`config.mk`:
```
export PLATFORM = sky130hd
export DESIGN_NAME = kct_ctrl
export DESIGN_NICKNAME = d
export VERILOG_FILES = /design/src/rtl/core/kct_pkg.sv /design/src/rtl/core/kct_ctrl.sv
export SDC_FILE = /design/constraint.sdc
export NUM_CORES = 1
export LEC_CHECK = 0
export ABC_AREA = 1
export BUFFER_PORTS_ARGS = -buffer_cell sky130_fd_sc_hd__buf_4
export CORE_AREA = 2 2 39 41
export DETAILED_ROUTE_END_ITERATION = 6
export DIE_AREA = 0 0 41 43
export GPL_ROUTABILITY_DRIVEN = 0
export MAX_ROUTING_LAYER = met4
export PLACE_DENSITY = 0.37
export SYNTH_ARGS = -nofsm -noshare
export SYNTH_HDL_FRONTEND = slang
export SYNTH_SLANG_ARGS = --single-unit
```
`constraint.sdc`:
```
create_clock -name clock -period 1.8 [get_ports clock]
set_input_delay 0.36 -clock clock [delete_from_list [all_inputs] [get_ports clock]]
set_output_delay 0.36 -clock clock [all_outputs]
set_load 0.1 [all_outputs]
```
`src/rtl/core/kct_pkg.sv`:
```
`timescale 1ns / 1ps

package kct_pkg;

   // Default table geometry.
   localparam int ENTRIES_DEF    = 64;
   localparam int KEY_BITS_DEF   = 64;
   localparam int COUNT_BITS_DEF = 31;

   // Fixed payload widths of the channels.
   localparam int KEY_W    = 64;
   localparam int AMOUNT_W = 31;
   localparam int STATUS_W = 3;
   localparam int OUT_CNT_W = 31;

   // Request codes.
   localparam logic OP_ADD    = 1'b0;
   localparam logic OP_REMOVE = 1'b1;

   // Result status codes.
   localparam logic [STATUS_W-1:0] ST_OK         = 3'd0;
   localparam logic [STATUS_W-1:0] ST_NOT_FOUND  = 3'd1;
   localparam logic [STATUS_W-1:0] ST_NOT_ENOUGH = 3'd2;
   localparam logic [STATUS_W-1:0] ST_FULL       = 3'd3;
   localparam logic [STATUS_W-1:0] ST_SATURATED  = 3'd4;

   typedef struct packed {
      logic                req_type;
      logic [KEY_W-1:0]    item_key;
      logic [AMOUNT_W-1:0] amount;
   } kct_req_type;

   typedef struct packed {
      logic [STATUS_W-1:0]  status;
      logic [OUT_CNT_W-1:0] count_now;
      logic                 table_empty;
   } kct_rsp_type;

   // Controller to datapath.
   typedef struct packed {
      logic load_req;
      logic scan;
      logic commit;
   } kct_cmd_type;

   // Datapath to controller.
   typedef struct packed {
      logic scan_done;
      logic out_free;
   } kct_stat_type;

endpackage

```
`src/rtl/core/kct_ctrl.sv`:
```
`timescale 1ns / 1ps

module kct_ctrl (
   input  logic                  clock,
   input  logic                  reset,
   input  logic                  req_valid,
   output logic                  req_ready,
   input  kct_pkg::kct_stat_type stat,
   output kct_pkg::kct_cmd_type  cmd
);

   localparam logic [1:0] S_IDLE   = 2'd0;
   localparam logic [1:0] S_SCAN   = 2'd1;
   localparam logic [1:0] S_UPDATE = 2'd2;

   logic [1:0] state_ff;
   logic [1:0] state_in;

   always_comb begin
      state_in     = state_ff;
      cmd.load_req = 1'b0;
      cmd.scan     = 1'b0;
      cmd.commit   = 1'b0;
      unique case (state_ff)
         S_IDLE: begin
            if (req_valid) begin
               cmd.load_req = 1'b1;
               state_in     = S_SCAN;
            end
         end
         S_SCAN: begin
            cmd.scan = 1'b1;
            if (stat.scan_done) begin
               state_in = S_UPDATE;
            end
         end
         S_UPDATE: begin
            // Hold the result back until the output register can take it.
            if (stat.out_free) begin
               cmd.commit = 1'b1;
               state_in   = S_IDLE;
            end
         end
         default: begin
            state_in = S_IDLE;
         end
      endcase
   end

   assign req_ready = (state_ff == S_IDLE);

   always_ff @(posedge clock) begin
      if (reset) begin
         state_ff <= S_IDLE;
      end else begin
         state_ff <= state_in;
      end
   end

endmodule

```
==> impl_metrics.env, run 1 <==
export IMPL_grt_usage_pct=5.13
export IMPL_first_global_vias=144
export IMPL_initial_core_util_pct=7.78
export IMPL_cellLeakagePower_nw=0.0952
export IMPL_path_max_fanout=4
export IMPL_cp_start_kind="register"
export IMPL_regMostFlops="state_ff"
export IMPL_ir_drop_v=0.000301
export IMPL_rows=14
export IMPL_status="finished, final reports clean"
export IMPL_die_w_um=41
export IMPL_grt_ovfl_total=0
export IMPL_max_slew_margin_pct=81.5
export IMPL_power_density_nw_per_um2=1040
export IMPL_wl_um=314
export IMPL_multi_input_area_um2=65.1
export IMPL_critPathCaptureType="primary output"
export IMPL_syn_num_nets=20
export IMPL_final_hold_viol_count=0
export IMPL_maxCapViolCount=0
export IMPL_syn_avg_cell_area_um2=7.17
export IMPL_final_fill_count=147
export IMPL_syn2layout_area_growth_pct=110
export IMPL_hpwl_um=264
export IMPL_yosysUniqueCellTypes=10
export IMPL_pre_cts_ws_ps=434
export IMPL_worstPathRequired_ps=1440
export IMPL_critPathArrivalTime_ps=1220
export IMPL_port_buffers=8
export IMPL_yosys_warnings=0
export IMPL_grt_pass1_wl_um=517
export IMPL_cts_post_setup_buffers_inserted=0
export IMPL_dr_pass1_iters=2
export IMPL_drt_antenna_violating_nets=0
export IMPL_tns_ps=0
export IMPL_ctsResizeCount=0
export IMPL_final_util_pct=16.4
export IMPL_clk_path_buf_depth=2
export IMPL_skew_ps=1.17
export IMPL_worst_slew_pin_transition_ps=280
export IMPL_drive_gt1_share_pct=65.4
export IMPL_setup_viol_count_final=0
export IMPL_grt_max_degree=6
export IMPL_cts_max_level=1
export IMPL_clockRootBuffer="clkbuf_4"
export IMPL_antenna_found_initial=0
export IMPL_nNetsFinal=33
export IMPL_synth_seq_cells=2
export IMPL_min_period_ps=1580
export IMPL_netlist_area_um2=108
export IMPL_worst_slack_ps=215
export IMPL_ctsHoldBuffers=0
export IMPL_die_area_um2=1760
export IMPL_rsz0062_at_grt="no"
export IMPL_final_area_um2=226
export IMPL_core_area_um2=1380
export IMPL_ff_latch_area_um2=40.0
export IMPL_largestRegisters="state_ff x2"
export IMPL_post_dp_cell_area_um2=204
export IMPL_cts_buffers=3
export IMPL_fin_total_pwr_uw=236
export IMPL_hold_class="primary input to register"
export IMPL_dp_cells=39
export IMPL_max_freq_ghz=0.631
export IMPL_clk_pin_slew_ps=30
export IMPL_drv_slew=0
export IMPL_drcViolationCount=0
export IMPL_drtIter0Drc=3
export IMPL_period_share_pct=88.0
export IMPL_largest_reg_flops=2
export IMPL_clk_latency_ps=220
export IMPL_cts_tree="done"
export IMPL_wl_per_cell_um=7.48
export IMPL_path_class="register to primary output"
export IMPL_vias_per_cell=3.12
export IMPL_antenna_cells=0
export IMPL_whs_ps=304
export IMPL_vias=131
export IMPL_ys_seq_area_share_pct=37.2
export IMPL_clkSinkCount=2
export IMPL_die_h_um=43
export IMPL_synth_cells=15
export IMPL_io_pins=9
export IMPL_final_cells=42
## path summary, 6_finish.rpt
| kind | to | slack, ps | startpoint | cells past startpoint |
|---|---|---|---|---|
| max | cmd[0] | 220 | state_ff[1] | 3 |
| min | state_ff[0] | 300 | reset | 2 |
| min reg2reg | state_ff[1] | 560 | state_ff[1] | 2 |
| max reg2reg | state_ff[0] | 990 | state_ff[1] | 3 |
## worst max-delay path, stage by stage (launching register included)
cell and delay, ps:
dfxtp_1 410, inv_1 110, nor3_2 170, buf_4 310
## final cells by class
class | instances | area share [%]
clock buffers | 3 | 9.94
multi-input cells | 9 | 28.7
well taps | 16 | 8.84
inverters | 4 | 8.29
repair buffers | 8 | 26.5
flip-flops and latches | 2 | 17.7
## cell families after synthesis
kind of cell | synth area share (%)
AND/OR/NAND/NOR | 36.0
buffers and inverters | 13.9
flip-flops | 37.2
AO/OA/AOI/OAI | 12.8
## per-layer routing
metal | GRT usage (%) | wire length [um] | vias up
met5 | - | 0 | -
met4 | 8.00 | 0 | 0
met3 | 1.57 | 49 | 0
met2 | 5.00 | 124 | 9
met1 | 6.05 | 140 | 51
li1 | - | - | 71
## synthesized netlist by cell type, drive strengths merged
cell | instances | share of area [%]
dfxtp | 2 | 37
nand3b | 1 | 7.0
nor3 | 1 | 4.6
inv | 4 | 14
a21oi | 2 | 13
nand3 | 2 | 9.3
nor2 | 2 | 9.3
nand2 | 1 | 5.8
## layout by cell type, fill, tap and decap left out, drive strengths merged
cell	n
a21oi	2
buf	8
clkbuf	3
clkinvlp	1
dfxtp	2
inv	3
nand2	1
nand3	2
nand3b	1
nor2	2
nor3	1
## power by group
group          internal (mW)  switching, mW  total (mW)  leakage (nW)
Clock                 0.0734         0.0240      0.0974        0.0138
Sequential            0.0475        0.00494      0.0525        0.0164
Combinational         0.0210         0.0648      0.0858        0.0650
Power figures use the tool's default switching activity.
==> run 2, diff against run 1 <==
Settings changed: PLACE_DENSITY 0.37 to not set.
==> run 2 against run 1 <==
Non-clock buffer count is the same. Count of clock-buffer cells in the layout is the same. Die area is the same. Largest power group unchanged. Sequential share of layout area is the same. Utilization is the same. Largest cell class unchanged. Critical endpoint unchanged.
==> impl_metrics.env, run 2 (synthesis gave the netlist of run 1 again) <==
export IMPL_status="finished, final reports clean"
export IMPL_r2r_start="state_ff[1]"
export IMPL_dr_pass1_iters=2
export IMPL_pre_cts_ws_ps=473
export IMPL_r2r_end="state_ff[0]"
export IMPL_power_density_nw_per_um2=1040
export IMPL_drtIter0Drc=3
export IMPL_maxCapViolCount=0
export IMPL_dp_cells=39
export IMPL_largest_reg_flops=2
export IMPL_critical_path_slowest_cell="dfxtp_1"
export IMPL_cts_post_setup_buffers_inserted=0
export IMPL_hpwl_um=223
export IMPL_die_w_um=41
export IMPL_drcViolationCount=0
export IMPL_syn2layout_area_growth_pct=110
export IMPL_max_freq_ghz=0.639
export IMPL_ctsHoldBuffers=0
export IMPL_die_h_um=43
export IMPL_drt_antenna_violating_nets=0
export IMPL_regMostFlops="state_ff"
export IMPL_tns_ps=0
export IMPL_die_area_um2=1760
export IMPL_grt_ovfl_total=0
export IMPL_path_cells="inv_1 -> nor3_2 -> buf_4"
export IMPL_ctsResizeCount=0
export IMPL_clk_pin_slew_ps=30
export IMPL_final_common_cell="buf_4"
export IMPL_grt_pass1_wl_um=420
export IMPL_grt_max_degree=6
export IMPL_cellLeakagePower_nw=0.0952
export IMPL_rsz0062_at_grt="no"
export IMPL_mostFrequentLayoutCells="buf_4 (8), inv_1 (3), clkbuf_4 (3)"
export IMPL_cp_endpoint="cmd[0]"
export IMPL_port_buffers=8
export IMPL_io_pins=9
export IMPL_critPathArrivalTime_ps=1200
export IMPL_fin_total_pwr_uw=236
export IMPL_startpoint="state_ff[1]"
export IMPL_critPathCaptureType="primary output"
export IMPL_skew_ps=0.140
export IMPL_cp_start_kind="register"
export IMPL_reg2reg_depth=3
export IMPL_nNetsFinal=33
export IMPL_cts_max_level=1
export IMPL_core_area_um2=1380
export IMPL_clk_path_buf_depth=2
export IMPL_grt_usage_pct=4.62
export IMPL_final_area_um2=226
export IMPL_vias_per_cell=3.17
export IMPL_final_cells=42
export IMPL_max_slew_margin_pct=81.5
export IMPL_antenna_found_initial=0
export IMPL_period_share_pct=86.9
export IMPL_drive_gt1_share_pct=65.4
export IMPL_wl_um=300
export IMPL_cts_tree="done"
export IMPL_vias=133
export IMPL_drv_slew=0
export IMPL_post_dp_cell_area_um2=204
export IMPL_final_util_pct=16.4
export IMPL_path_max_fanout=4
export IMPL_antenna_cells=0
export IMPL_final_hold_viol_count=0
export IMPL_largestRegisters="state_ff x2"
export IMPL_wl_per_cell_um=7.14
export IMPL_worst_slew_pin_transition_ps=280
export IMPL_worst_slack_ps=235
export IMPL_worstPathRequired_ps=1440
export IMPL_cp_slowest_stage_delay_ps=410
export IMPL_clockRootBuffer="clkbuf_4"
export IMPL_cts_buffers=3
export IMPL_setup_viol_count_final=0
export IMPL_min_period_ps=1560
export IMPL_ir_drop_v=0.000156
export IMPL_first_global_vias=134
export IMPL_path_class="register to primary output"
export IMPL_rrSetupSlack_ps=1000
export IMPL_clkSinkCount=2
export IMPL_whs_ps=302
export IMPL_rows=14
export IMPL_hold_class="primary input to register"
export IMPL_initial_core_util_pct=7.78
export IMPL_clk_latency_ps=220
==> run 2: cell counts in the layout (fill, tap and decap cells not counted) <==
No cell type changed its count.
==> run 2: routing by layer <==
metal	global-route usage (%)	up-vias	wire length, um
met1	2.56	56	100
met3	4.71	2	46
met4	8.00	0	6
met5	-	-	0
met2	5.00	6	146
li1	-	69	-
==> run 2: how the worst min path moves through the flow <==
stage,startpoint,end,depth (start not counted)
after global placement,reset,state_ff[0],2
after detailed placement,reset,state_ff[0],2
after floorplan,reset,state_ff[0],1
after global routing,reset,state_ff[0],2
final,reset,state_ff[0],2
after CTS,reset,state_ff[0],2
==> run 2: report_power, final <==
group | total [mW] | internal (mW) | switching (mW)
Combinational | 0.0851 | 0.0210 | 0.0641
Clock | 0.0980 | 0.0735 | 0.0245
Sequential | 0.0525 | 0.0475 | 0.00495
==> run 2: worst max-delay path: cells and delay by family (launching register included) <==
family / cells / cell delay [ps]
buffers and inverters: 2 / 420
flip-flops: 1 / 410
AND/OR/NAND/NOR: 1 / 150
==> run 2: layout make-up <==
cell class                 count  area (um2)
tap                           16        20.0
timing repair buffer           8        60.1
multi-input combinational      9        65.1
fill                         165        1160
inverter                       4        18.8
sequential                     2        40.0
clock buffer                   3        22.5
==> run 3, diff against run 2 <==
Settings changed: ABC_AREA 1 to not set.
==> run 3 against run 2 <==
Final area shrank 5.0%. First-iteration DRC count shrank 67%. Flip-flop and latch count did not move. Synthesized cell count is 27% lower. Wire length down 4.7%. Worst setup slack improved by 76 ps. Global-route usage up 0.21 points. Area after synthesis shrank 3.5%. Cell count down 9.5%. Sequential power grew 2%. Largest cell class unchanged. Largest power group unchanged.
==> impl_metrics.env, run 3 <==
export IMPL_io_pins=9
export IMPL_clk_path_buf_depth=2
export IMPL_clkSinkCount=2
export IMPL_syn_num_nets=16
export IMPL_path_class="register to primary output"
export IMPL_synth_flop_cell="dfxtp_1"
export IMPL_critPathCaptureType="primary output"
export IMPL_cts_buffers=3
export IMPL_drive_gt1_share_pct=68.2
export IMPL_reg2reg_depth=2
export IMPL_max_slew_margin_pct=80.0
export IMPL_skew_ps=0.735
export IMPL_yosys_warnings=0
export IMPL_cellLeakagePower_nw=0.0947
export IMPL_largest_reg_flops=2
export IMPL_synth_commonest_cells="dfxtp_1 (2), nor2_1 (2)"
export IMPL_wl_per_cell_um=7.53
export IMPL_ff_latch_area_um2=40.0
export IMPL_clk_pin_slew_ps=30
export IMPL_critPathArrivalTime_ps=1130
export IMPL_rsz0062_at_grt="no"
export IMPL_worstPathRequired_ps=1440
export IMPL_p_int_uw=144
export IMPL_rrSetupSlack_ps=800
export IMPL_swShare_pct=39.4
export IMPL_async_flop_share_pct=0
export IMPL_r2r_end="state_ff[1]"
export IMPL_worst_slew_pin_transition_ps=299
export IMPL_netlist_area_um2=104
export IMPL_port_buffers=8
export IMPL_p_clk_share_pct=41.2
export IMPL_power_density_nw_per_um2=1110
export IMPL_grt_usage_pct=4.83
export IMPL_die_h_um=43
export IMPL_final_fill_count=157
export IMPL_r2r_start="state_ff[1]"
export IMPL_synth_top_cell_area_share_pct=38.6
export IMPL_grt_ovfl_total=0
export IMPL_clk_latency_ps=220
export IMPL_status="finished, final reports clean"
export IMPL_cts_max_level=1
export IMPL_cts_post_setup_buffers_inserted=0
export IMPL_synth_edf_count=0
export IMPL_syn2layout_area_growth_pct=107
export IMPL_maxCapViolCount=0
export IMPL_die_w_um=41
export IMPL_grt_max_degree=8
export IMPL_tns_ps=0
export IMPL_hold_class="primary input to register"
export IMPL_vias=121
export IMPL_synthTopCellsByArea="dfxtp_1 (39%), a2111oi_1 (9.6%), and3b_2 (9.6%)"
export IMPL_clockRootBuffer="clkbuf_4"
export IMPL_p_sw_uw=94.0
export IMPL_min_period_ps=1490
export IMPL_vias_per_cell=3.18
export IMPL_ys_seq_area_share_pct=38.6
export IMPL_antenna_found_initial=0
export IMPL_first_global_vias=116
export IMPL_drt_antenna_violating_nets=0
export IMPL_regMostFlops="state_ff"
export IMPL_dr_pass1_iters=2
export IMPL_initial_core_util_pct=7.50
export IMPL_nNetsFinal=29
export IMPL_combPwrFrac_pct=36.2
export IMPL_antenna_cells=0
export IMPL_final_hold_viol_count=0
export IMPL_hpwl_um=215
export IMPL_synth_cells=11
export IMPL_largestRegisters="state_ff x2"
export IMPL_synth_seq_cells=2
export IMPL_setup_viol_count_final=0
export IMPL_fin_total_pwr_uw=238
export IMPL_drcViolationCount=0
export IMPL_ctsResizeCount=0
export IMPL_ir_drop_v=0.000116
export IMPL_drtIter0Drc=1
export IMPL_whs_ps=307
export IMPL_cp_start_kind="register"
export IMPL_core_area_um2=1380
export IMPL_wl_um=286
export IMPL_die_area_um2=1760
export IMPL_p_seq_share_pct=22.5
export IMPL_yosys_area_top_type="dfxtp_1"
export IMPL_cts_tree="done"
export IMPL_drv_slew=0
export IMPL_cp_endpoint="cmd[0]"
export IMPL_rows=14
export IMPL_syn_avg_cell_area_um2=9.44
export IMPL_multi_input_area_um2=72.6
export IMPL_ctsHoldBuffers=0
export IMPL_startpoint="state_ff[0]"
export IMPL_mostFrequentLayoutCells="buf_4 (8), clkbuf_4 (3), dfxtp_1 (2)"
export IMPL_path_max_fanout=7
export IMPL_final_common_cell="buf_4"
export IMPL_yosysUniqueCellTypes=9
export IMPL_grt_pass1_wl_um=434
export IMPL_max_freq_ghz=0.672
export IMPL_period_share_pct=82.7
==> run 3: critical path: stages (launching register included) <==
cell	delay, ps
dfxtp_1	440
and3b_2	230
buf_4	230
==> run 3: metal layers <==
layer	up-vias	wire (um)	track usage [%]	share of wire (%)
met5	-	0	-	0
met4	0	0	8.00	0
met2	7	123	4.69	43
li1	64	-	-	-
met1	50	115	3.51	40
met3	0	47	4.71	16
==> run 3: worst min-delay path by stage <==
stage,startpoint,endpoint,slack [ps],cells past startpoint
6_report,reset,state_ff[1],310,2
5_1_grt,reset,state_ff[1],310,2
4_1_cts,reset,state_ff[1],300,2
3_5_place_dp,reset,state_ff[1],540,2
3_3_place_gp,reset,state_ff[1],540,2
2_1_floorplan,reset,state_ff[1],430,1
==> run 3: layout make-up <==
| class | instances | share of cell area [%] |
|---|---|---|
| flip-flops and latches | 2 | 18.6 |
| clock buffers | 3 | 10.5 |
| well taps | 16 | 9.30 |
| multi-input cells | 9 | 33.7 |
| repair buffers | 8 | 27.9 |
==> run 3: kinds of logic (layout without fill, tap and decap cells) <==
| group | count (synthesis) | in the layout | synth area share (%) |
|---|---|---|---|
| buffers and inverters | 0 | 11 | 0 |
| flip-flops | 2 | 2 | 38.6 |
| AO/OA/AOI/OAI | 2 | 2 | 14.5 |
| AND/OR/NAND/NOR | 7 | 7 | 47.0 |
==> run 3: through the flow <==
step / setup slack [ps] / cells / instance area (um2) / util (%)
6_report: 311 / 38 / 215 / 15.6
5_1_grt: 243 / 38 / 215 / 15.6
4_1_cts: 296 / 38 / 215 / 15.6
3_5_place_dp: 541 / 35 / 193 / 13.9
3_3_place_gp: 553 / 35 / 193 / 13.9
2_1_floorplan: 7.81 / 11 / 113 / -
==> run 3: power by group through the flow <==
stage	Sequential (mW)	Clock, mW	Combinational, mW
after global routing	0.0545	0.112	0.0903
after CTS	0.0537	0.106	0.0873
after floorplan	0.0532	0	0.0673
final	0.0537	0.0983	0.0864
after detailed placement	0.0543	0	0.0872
after global placement	0.0538	0	0.0867
